File: config.mk
export PLATFORM = sky130hd
export DESIGN_NAME = ranged_lcg_random
export DESIGN_NICKNAME = d
export VERILOG_FILES = /design/src/rtl/rlcg_pkg.sv /design/src/rtl/rlcg_ctrl.sv /design/src/rtl/rlcg_dp.sv /design/src/rtl/ranged_lcg_random.sv
export SDC_FILE = /design/constraint.sdc
export NUM_CORES = 1
export LEC_CHECK = 0
export BUFFER_PORTS_ARGS = -buffer_cell sky130_fd_sc_hd__buf_2
export CAP_MARGIN = 25
export CORE_MARGIN = 3
export CORE_UTILIZATION = 40
export CTS_BUF_LIST = sky130_fd_sc_hd__clkbuf_4 sky130_fd_sc_hd__clkbuf_8
export CTS_CLUSTER_SIZE = 24
export DETAILED_ROUTE_END_ITERATION = 8
export PLACE_DENSITY = 0.67
export SYNTH_ARGS = -nofsm -noshare
export SYNTH_HDL_FRONTEND = slang
export SYNTH_SLANG_ARGS = --single-unit
File: constraint.sdc
create_clock -name clk -period 11.8 [get_ports clk]
set_input_delay 2.36 -clock clk [delete_from_list [all_inputs] [get_ports clk]]
set_output_delay 2.36 -clock clk [all_outputs]
set_load 0.05 [all_outputs]
File: src/rtl/rlcg_pkg.sv
// shared types and constants for the ranged lcg random generator
package rlcg_pkg;

  // seed update constants
  localparam logic [31:0] LCG_MUL = 32'h0003_43FD;
  localparam logic [31:0] LCG_ADD = 32'h0026_9EC3;

  // range limit reset value
  localparam logic [30:0] LIMIT_RESET = 31'h7FFF_FFFF;

  // divider steps, one quotient bit each
  localparam int DIV_STEPS = 32;
  localparam int DIV_CNT_W = $clog2(DIV_STEPS);

  // operation codes
  typedef enum logic [1:0] {
    FUNC_RANGED = 2'd0,
    FUNC_RAW    = 2'd1,
    FUNC_SEED   = 2'd2,
    FUNC_NONE   = 2'd3
  } func_t;

  // command beat
  typedef struct packed {
    logic [1:0]         func;
    logic signed [31:0] low_bound;
    logic signed [31:0] high_bound;
    logic [31:0]        new_seed;
  } cmd_t;

  // result beat
  typedef struct packed {
    logic signed [31:0] ranged_value;
    logic [31:0]        raw_value;
    logic               range_error;
    logic               bounds_swapped;
  } res_t;

  // controller states
  typedef enum logic [2:0] {
    ST_IDLE,
    ST_CHECK,
    ST_ADVANCE,
    ST_DIV,
    ST_FINISH
  } state_t;

  // controller to datapath commands
  typedef struct packed {
    logic take;
    logic check;
    logic advance;
    logic div_step;
    logic load_out;
  } dp_ctrl_t;

  // datapath to controller status
  typedef struct packed {
    func_t op;
    logic  range_err;
  } dp_stat_t;

endpackage

File: src/rtl/rlcg_ctrl.sv
// controller: sequences check, seed advance, modulo steps and result load
module rlcg_ctrl
  import rlcg_pkg::*;
(
  input  logic     clk,
  input  logic     rst,
  input  logic     cmd_valid,
  input  func_t    cmd_func,
  output logic     cmd_stall,
  output logic     res_valid,
  input  logic     res_stall,
  input  dp_stat_t stat,
  output dp_ctrl_t ctrl
);

  state_t               state, state_next;
  logic [DIV_CNT_W-1:0] div_cnt;
  logic                 out_free;

  // output register can take a new result
  assign out_free = !res_valid || !res_stall;

  // state register and step counter
  always_ff @(posedge clk) begin
    if (rst) begin
      state   <= ST_IDLE;
      div_cnt <= '0;
    end else begin
      state <= state_next;
      if (ctrl.advance) begin
        div_cnt <= '0;
      end else if (ctrl.div_step) begin
        div_cnt <= div_cnt + 1'b1;
      end
    end
  end

  // result valid flag
  always_ff @(posedge clk) begin
    if (rst) begin
      res_valid <= 1'b0;
    end else if (ctrl.load_out) begin
      res_valid <= 1'b1;
    end else if (!res_stall) begin
      res_valid <= 1'b0;
    end
  end

  // next state and commands
  always_comb begin
    state_next = state;
    ctrl       = '0;
    cmd_stall  = 1'b1;
    unique case (state)
      ST_IDLE: begin
        cmd_stall = 1'b0;
        if (cmd_valid) begin
          ctrl.take = 1'b1;
          case (cmd_func)
            FUNC_RANGED: state_next = ST_CHECK;
            FUNC_RAW:    state_next = ST_ADVANCE;
            default:     state_next = ST_IDLE;
          endcase
        end
      end
      ST_CHECK: begin
        ctrl.check = 1'b1;
        state_next = stat.range_err ? ST_FINISH : ST_ADVANCE;
      end
      ST_ADVANCE: begin
        ctrl.advance = 1'b1;
        state_next   = (stat.op == FUNC_RANGED) ? ST_DIV : ST_FINISH;
      end
      ST_DIV: begin
        ctrl.div_step = 1'b1;
        if (div_cnt == DIV_CNT_W'(DIV_STEPS - 1)) begin
          state_next = ST_FINISH;
        end
      end
      ST_FINISH: begin
        if (out_free) begin
          ctrl.load_out = 1'b1;
          state_next    = ST_IDLE;
        end
      end
      default: state_next = ST_IDLE;
    endcase
  end

endmodule

File: src/rtl/rlcg_dp.sv
// datapath: seed, bound sorting, range check, restoring modulo, result register
module rlcg_dp
  import rlcg_pkg::*;
(
  input  logic        clk,
  input  logic        rst,
  input  cmd_t        cmd,
  input  logic        cfg_valid,
  input  logic [30:0] cfg_data,
  input  dp_ctrl_t    ctrl,
  output dp_stat_t    stat,
  output res_t        res
);

  logic [31:0]        seed;
  logic [30:0]        limit;
  func_t              op;
  logic signed [31:0] lo_r;
  logic signed [31:0] hi_r;
  logic               swapped;
  logic               err;
  logic [31:0]        divisor;
  logic [30:0]        rem;
  logic [31:0]        dq;

  logic [31:0]        seed_next;
  logic [32:0]        range_c;
  logic               range_err_c;
  logic [32:0]        trial;
  logic [30:0]        rem_next;
  logic [31:0]        sum_c;

  // lcg advance
  assign seed_next = seed * LCG_MUL + LCG_ADD;

  // exact 33-bit range of the sorted bounds
  assign range_c     = {hi_r[31], hi_r} - {lo_r[31], lo_r};
  assign range_err_c = range_c >= {2'b00, limit};

  // one restoring division step
  assign trial    = {1'b0, rem, dq[31]} - {1'b0, divisor};
  assign rem_next = trial[32] ? {rem[29:0], dq[31]} : trial[30:0];

  // lower bound plus remainder, wrapping
  assign sum_c = lo_r + {1'b0, rem};

  assign stat.op        = op;
  assign stat.range_err = range_err_c;

  // seed and range limit
  always_ff @(posedge clk) begin
    if (rst) begin
      seed  <= '0;
      limit <= LIMIT_RESET;
    end else begin
      if (cfg_valid) begin
        limit <= cfg_data;
      end
      if (ctrl.take && cmd.func == FUNC_SEED) begin
        seed <= cmd.new_seed;
      end else if (ctrl.advance) begin
        seed <= seed_next;
      end
    end
  end

  // operand capture, bound sort and modulo
  always_ff @(posedge clk) begin
    if (ctrl.take) begin
      op  <= func_t'(cmd.func);
      err <= 1'b0;
      if (cmd.high_bound < cmd.low_bound) begin
        lo_r    <= cmd.high_bound;
        hi_r    <= cmd.low_bound;
        swapped <= 1'b1;
      end else begin
        lo_r    <= cmd.low_bound;
        hi_r    <= cmd.high_bound;
        swapped <= 1'b0;
      end
    end
    if (ctrl.check) begin
      err <= range_err_c;
    end
    if (ctrl.advance) begin
      dq      <= seed_next;
      rem     <= '0;
      divisor <= range_c[31:0] + 32'd1;
    end else if (ctrl.div_step) begin
      dq  <= {dq[30:0], 1'b0};
      rem <= rem_next;
    end
  end

  // result register
  always_ff @(posedge clk) begin
    if (ctrl.load_out) begin
      if (op == FUNC_RANGED) begin
        res.ranged_value   <= err ? 32'sd0 : $signed(sum_c);
        res.raw_value      <= '0;
        res.range_error    <= err;
        res.bounds_swapped <= swapped;
      end else begin
        res.ranged_value   <= 32'sd0;
        res.raw_value      <= seed;
        res.range_error    <= 1'b0;
        res.bounds_swapped <= 1'b0;
      end
    end
  end

endmodule

File: src/rtl/ranged_lcg_random.sv
// ranged lcg random generator top level
//
// command channel (cmd_valid, cmd_stall, cmd) takes one beat with a func code:
// ranged draw, raw draw, or reseed. result channel (res_valid, res_stall, res)
// gives one beat per ranged or raw draw; reseed and the unused code give none.
// the range_limit register is written through cfg_valid / cfg_ready / cfg_data.
// the user must write it only while the block is idle; the block itself does
// not enforce this. cfg_ready is always high. one command is worked on at a
// time. a raw draw passes the advance and finish states; a ranged draw passes
// check, advance, the 32-step restoring modulo unit (one quotient bit per
// cycle) and finish; a ranged draw that fails the range check goes from check
// straight to finish. the next command can be taken in the cycle after the
// result loads; a reseed leaves the controller idle for the next command.
// a finished result sits in the output register; the next command is taken
// while it waits, and a later result holds in the controller until the
// receiver stops stalling.
// synchronous reset clears the seed to zero, sets range_limit to its maximum
// and drops res_valid.
module ranged_lcg_random
  import rlcg_pkg::*;
(
  input  logic        clk,
  input  logic        rst,
  input  logic        cmd_valid,
  output logic        cmd_stall,
  input  cmd_t        cmd,
  output logic        res_valid,
  input  logic        res_stall,
  output res_t        res,
  input  logic        cfg_valid,
  output logic        cfg_ready,
  input  logic [30:0] cfg_data
);

  dp_ctrl_t ctrl;
  dp_stat_t stat;

  assign cfg_ready = 1'b1;

  // controller
  rlcg_ctrl u_ctrl (
    .clk       (clk),
    .rst       (rst),
    .cmd_valid (cmd_valid),
    .cmd_func  (func_t'(cmd.func)),
    .cmd_stall (cmd_stall),
    .res_valid (res_valid),
    .res_stall (res_stall),
    .stat      (stat),
    .ctrl      (ctrl)
  );

  // datapath
  rlcg_dp u_dp (
    .clk       (clk),
    .rst       (rst),
    .cmd       (cmd),
    .cfg_valid (cfg_valid),
    .cfg_data  (cfg_data),
    .ctrl      (ctrl),
    .stat      (stat),
    .res       (res)
  );

endmodule

# Word level (Yosys, flattened, before mapping)
# Index checks and enable logic that the tools add are counted.
[word_totals]
regBits = 301
output_inout_bits = 69
[op_classes]
addsub = 6
n_mul = 1
n_lt_le_gt_ge = 2
eq_ne = 11
muxes = 27
bitwise = 1
n_reduce_logical = 13
[ops]
columns = ["op", "count"]
rows = [
  ["2-to-1 mux 32 bit", 6],
  ["subtractor 32 x 32 -> 33 bit", 2],
  ["greater-or-equal comparator 33 x 31 -> 1 bit", 1],
  ["adder 32 x 1 -> 32 bit (second input constant)", 1],
  ["adder 32 x 22 -> 32 bit (second input constant)", 1],
  ["adder 32 x 31 -> 32 bit", 1],
  ["< comparator 32 bit", 1],
  ["multiplier 32 x 18 -> 32 bit (second input constant)", 1],
  ["2-to-1 mux 31 bit", 1],
  ["2-to-1 mux 3 bit", 5],
  ["one-hot mux 3 bit (5 select lines)", 1],
  ["2-to-1 mux 1 bit", 13],
  ["equality test 3 x 2 -> 1 bit (second input constant)", 2],
  ["inequality test 2 x 1 -> 1 bit (second input constant)", 3],
  ["nonzero test 2 bit", 3],
  ["adder 5 x 1 -> 5 bit (second input constant)", 1],
  ["equality test 5 bit (second input constant)", 1],
  ["logical NOT 2 bit", 2],
  ["one-hot mux 2 bit (2 select lines)", 1],
  ["OR reduction 2 bit", 2],
  ["equality test 3 x 1 -> 1 bit (second input constant)", 1],
  ["equality test 3 bit (second input constant)", 1],
  ["logical NOT 3 bit", 1],
  ["AND reduction 3 bit", 1],
  ["7 further kinds", 8],
]

# Logic depth before layout (Yosys ltp)
[logic_depth]
ltp_word = 5
depth_mapped = 24
depth_no_buf = 23

# By module
# Synthesis repeated with hierarchy kept, for this count alone.
[hier_totals]
cells_unflattened = 2835
hier_area_um2 = 27078.5
[by_module_without_submodules]
columns = ["module", "instances", "cells_each", "area_each_um2", "seq_area_each_um2"]
rows = [
  ["rlcg_dp", 1, 2769, 26525.4, 7827.5],
  ["rlcg_ctrl", 1, 64, 541.8, 180.2],
  ["ranged_lcg_random", 1, 2, 11.3, 0.0],
]

# Worst setup path after synthesis
# Ideal clock, no wire load.
[synth_path]
path_type = "in2reg"
startpoint = "input port cmd_valid"
endpoint = "register u_dp.seed[0]"
arrival_time_ns = 6.461
required_ns = 11.672
setup_slack_ns = 5.211
stages = 8
path_cell_list = "inv_1 > nor2_1 > and3b_1 > clkbuf_1 > buf_1 > nor2_1 > a21oi_1 > nor2_1"
[synth_lines]
columns = ["item", "line_no", "text"]
rows = [
  ["from (decl)", "ranged_lcg_random.sv:24", "input logic cmd_valid,"],
  ["to (signal assigned)", "rlcg_dp.sv:60", "seed <= cmd.new_seed;"],
  ["to (signal assigned)", "rlcg_dp.sv:62", "seed <= seed_next;"],
  ["to (decl)", "rlcg_dp.sv:15", "logic [31:0] seed;"],
]

# Final worst setup path
[layout_path]
startpoint = "register u_dp.seed[4]"
endpoint = "register u_dp.dq[31] (data pin)"
[layout_via]
elab_chain_cells = 3
[layout_lines]
columns = ["item", "line_no", "text"]
rows = [
  ["multiplier 32 x 18 -> 32 bit", "rlcg_dp.sv:34", "assign seed_next = seed * LCG_MUL + LCG_ADD;"],
  ["adder 32 x 22 -> 32 bit", "rlcg_dp.sv:34", ""],
  ["2-to-1 mux 32 bit", "rlcg_dp.sv:85", "if (ctrl.advance) begin"],
  ["to (signal assigned)", "rlcg_dp.sv:86", "dq <= seed_next;"],
  ["to (signal assigned)", "rlcg_dp.sv:90", "dq <= {dq[30:0], 1'b0};"],
  ["to (decl)", "rlcg_dp.sv:24", "logic [31:0] dq;"],
]
# Every way passes these cells.
# A chain may end at the register's enable or synchronous reset.

==> summary.md <==
| Metric | Value |
|---|---|
| Area Overhead vs Synth | 12.2% |
| Detail Route Antenna Nets | 0 |
| Worst EP arrival | between 7 and 8 ns |
| CP Max Fanout | 8 |
| Worst EP required | 12.20 ns |
| Root buffer cell | clkbuf_8 |
| Die area | 69,200 um^2 |
| Crit path launch type | register |
| Max-cap violations | 0 |
| Core area | 64,900 um^2 |
| RSZ-0062 raised after global routing | no |
| Register area share after synthesis | 30.3% |
| Cts bufs inserted | 55 |
| Worst-Margin Slew | approximately 0.99 ns |
| Total GRT Usage | between 10% and 20% |
| Global-route wire length before repair | 108 mm |
| F_max | 0.147 GHz |
| CTS max path bufs | 3 |
| Met1 GRT Util | 27.0% |
| Leakage | 14.3 nW |
| Pwr dens | 314 nW/um^2 |
| Critical Path End Type | register |
| Synth top area share | ~22% |
| Hold Vio Cnt, Final | 0 |
| Starting Density | 40.7% |
| Final cycle utilization of the critical path | 57.5% |
| Min-delay worst type | reg -> reg |
| Die Ht | roughly 260 um |
| Vias in the first global route | 19,824 |
| Synth area leaders | edfxtp_1, ha_1, fa_1, dfxtp_1, inv_1 |
| Slew HR | roughly a third |
| Maximum vdd drop | 0.000394 V |
| Post-DP HPWL | 54.4 mm |
| Count leader, synth | inv_1 |
| NumNets Final | 3,580 |
| Detailed Routing Iterations Pass 1 | 5 |
| Design area | 29,700 um^2 |
| Count of flip-flops with a built-in enable after synthesis | 198 |
| Initial antenna violation count | 5 |
| Largest area contributor in the netlist | edfxtp_1 |
| Avg WL per Cell | 17.6 um |
| Core Rows | just over 90 |
| Skew-Pair Late Insertion Delay | 0.69 ns |
| Pins Over Slew Limit | 0 |
| Status | completed |
| Post-synthesis async set-or-reset flop share | 0% |
| Via density | 5.17 |
| Post-Syn Area per Cell | between 9 and 10 um^2 |
| Worst Clk Skew | 0.0537 ns |
| Setup CP Type | reg -> reg |
| Clk slew on worst S/H paths | 0.08 ns |
| Grt ovf | 0 |
| PortBufs | 201 |
| Fin crit period | 6.79 ns |
| 1st-iter DRT viols | 1,286 |
| Post-cts gate resize count | 0 |
| CTS tree | done |
| Io pins | ~200 |
| Post-CTS Setup Bufs | 0 |
| Setup violators final | 0 |
| Placed Area | 28,400 um^2 |
| Post-synth top cells | inv_1, ha_1, nand2_1 |
| CTS Sinks | 301 |
| Met3 Use GR | 2.58% |
| Most used DFF post-synth | edfxtp_1 |
| DRT Wirelength | between 60 and 70 mm |
| Mapped cell area | 26,400 um^2 |
| GPL Wtd Cong | 0.971 |
| Grt met2 use | 32.2% |
| DR vias | 20,002 |
| Share of cells above drive strength 1 | roughly 14% |
| Most Used Layer, Global Route | met2 |
| Synth Register Bits | 301 |
| Setup_tns | 0 ns |
| Fill cells | 6,259 |
| Post-CTS Hold Fix Bufs | 0 |
| Mapped Cells | 2,757 |
| Drt drc | 0 |
| Synth cell types | 90 |
| Syn nets | 3,377 |
| Yosys warns | 0 |
| Largest net degree at the start of global routing | approximately 70 |
| Die X | 263 um |
| H-tree levels | 2 |
[path summary, 6_finish.rpt]
| kind | slack (ns) | end | start | depth (start not counted) |
|---|---|---|---|---|
| worst min-delay path | 0.47 | u_ctrl.div_cnt[4] | u_ctrl.div_cnt[4] | 2 |
| worst min register to register | 0.47 | u_ctrl.div_cnt[4] | u_ctrl.div_cnt[4] | 2 |
| worst max register to register | 5.01 | u_dp.dq[31] | u_dp.seed[4] | 21 |
| worst max-delay path | 5.01 | u_dp.dq[31] | u_dp.seed[4] | 21 |
[power breakdown]
| part | total [mW] | switching (mW) | internal, mW |
|---|---|---|---|
| Clock | 1.11 | 0.492 | 0.620 |
| Combinational | 6.83 | 4.03 | 2.79 |
| Sequential | 1.37 | 0.114 | 1.25 |
[critical path, stage by stage, from the launching register on]
cell       delay, ns
dfxtp_1         0.53
inv_1           0.24
fa_1            0.48
fa_1            0.40
fa_1            0.51
inv_1           0.06
fa_1            0.47
fa_1            0.51
inv_1           0.06
fa_1            0.53
inv_1           0.04
ha_1            0.34
a2111oi_0       0.50
nand2_1         0.10
a21oi_1         0.29
nor4_1          0.12
o211ai_1        0.30
a21oi_1         0.13
or3_1           0.35
a21oi_1         0.20
xnor2_1         0.11
mux2_2          0.27
[placed cells by master, fill, tap and decap left out, types with 8 or more instances in the layout]
cell type  count
inv_1        477
dfxtp_1      103
nor3_1        41
a211o_1       11
o21a_1        23
ha_1         305
clkinv_1       8
a21o_1        91
o21bai_1       9
nand3_1       42
o211ai_1      38
nand2_1      215
xor2_1        70
o21ai_1        9
a21oi_1      161
nor2_1       139
and2_1        25
edfxtp_1     198
clkbuf_4      14
nor2b_1       17
a31oi_1       15
clkbuf_8      61
xnor2_1       79
clkinv_2       8
a22oi_1       28
mux2_2        66
buf_4         15
o22ai_1       13
nor4_1         8
a211oi_1      17
nand4_1       29
buf_2        201
fa_1         181
and4_1         9
or3_1         15
nand2b_1      26
o21ai_0       93
and3_1        11
[logic make-up (layout without fill, tap and decap cells)]
group	after synthesis	count (layout)	synth area share, %
buffers and inverters	551	801	7.91
multiplexers	71	71	3.00
adder cells (fa/ha/maj)	487	487	28.2
AND/OR/NAND/NOR	609	609	11.1
other	1	5	0.0142
XOR/XNOR	151	151	5.06
flip-flops	301	301	30.3
AO/OA/AOI/OAI	586	586	14.5
[registers in the layout, indices dropped and copies added (netlist names)]
name,flops
u_ctrl.div_cnt,5
u_ctrl.res_valid,1
u_ctrl.state,3
u_dp.divisor,32
u_dp.dq,32
u_dp.err,1
u_dp.hi_r,32
u_dp.limit,31
u_dp.lo_r,32
u_dp.op,2
u_dp.rem,31
u_dp.res,66
u_dp.seed,32
u_dp.swapped,1
[per-stage QoR]
| step | instances | utilization (%) | power (mW) | hold WS, ns | worst slack, ns |
|---|---|---|---|---|---|
| final | 3866 | 45.7 | 9.31 | 0.470 | 5.01 |
| after global routing | 3863 | 45.7 | 10.4 | 0.501 | 4.62 |
| after CTS | 3861 | 45.6 | 9.36 | 0.466 | 5.02 |
| after detailed placement | 3757 | 43.7 | 8.12 | 0.456 | 5.08 |
| after global placement | 3756 | 43.7 | 8.10 | 0.447 | 5.18 |
| after floorplan | 2757 | - | 6.55 | 0.436 | 5.21 |
[cell type report]
cell class / count / area, um^2 / share of cell area (%)
Multi-Input combinational cell: 1905 / 16400 / 55.2
Clock inverter: 29 / 292 / 0.982
Antenna cell: 4 / 10.0 / 0.0337
Tap cell: 855 / 1070 / 3.60
Sequential cell: 301 / 8010 / 27.0
Clock buffer: 75 / 945 / 3.18
Inverter: 479 / 1800 / 6.06
Timing Repair Buffer: 218 / 1170 / 3.93
[routing by layer]
layer	up-vias	wire, um	part of all wire, %
li1	9890	-	-
met1	9521	30500	45
met2	500	31700	47
met5	-	0	0
met3	91	4100	6.0
met4	0	1710	2.5
Note: power is estimated with default switching activity, not from simulation.
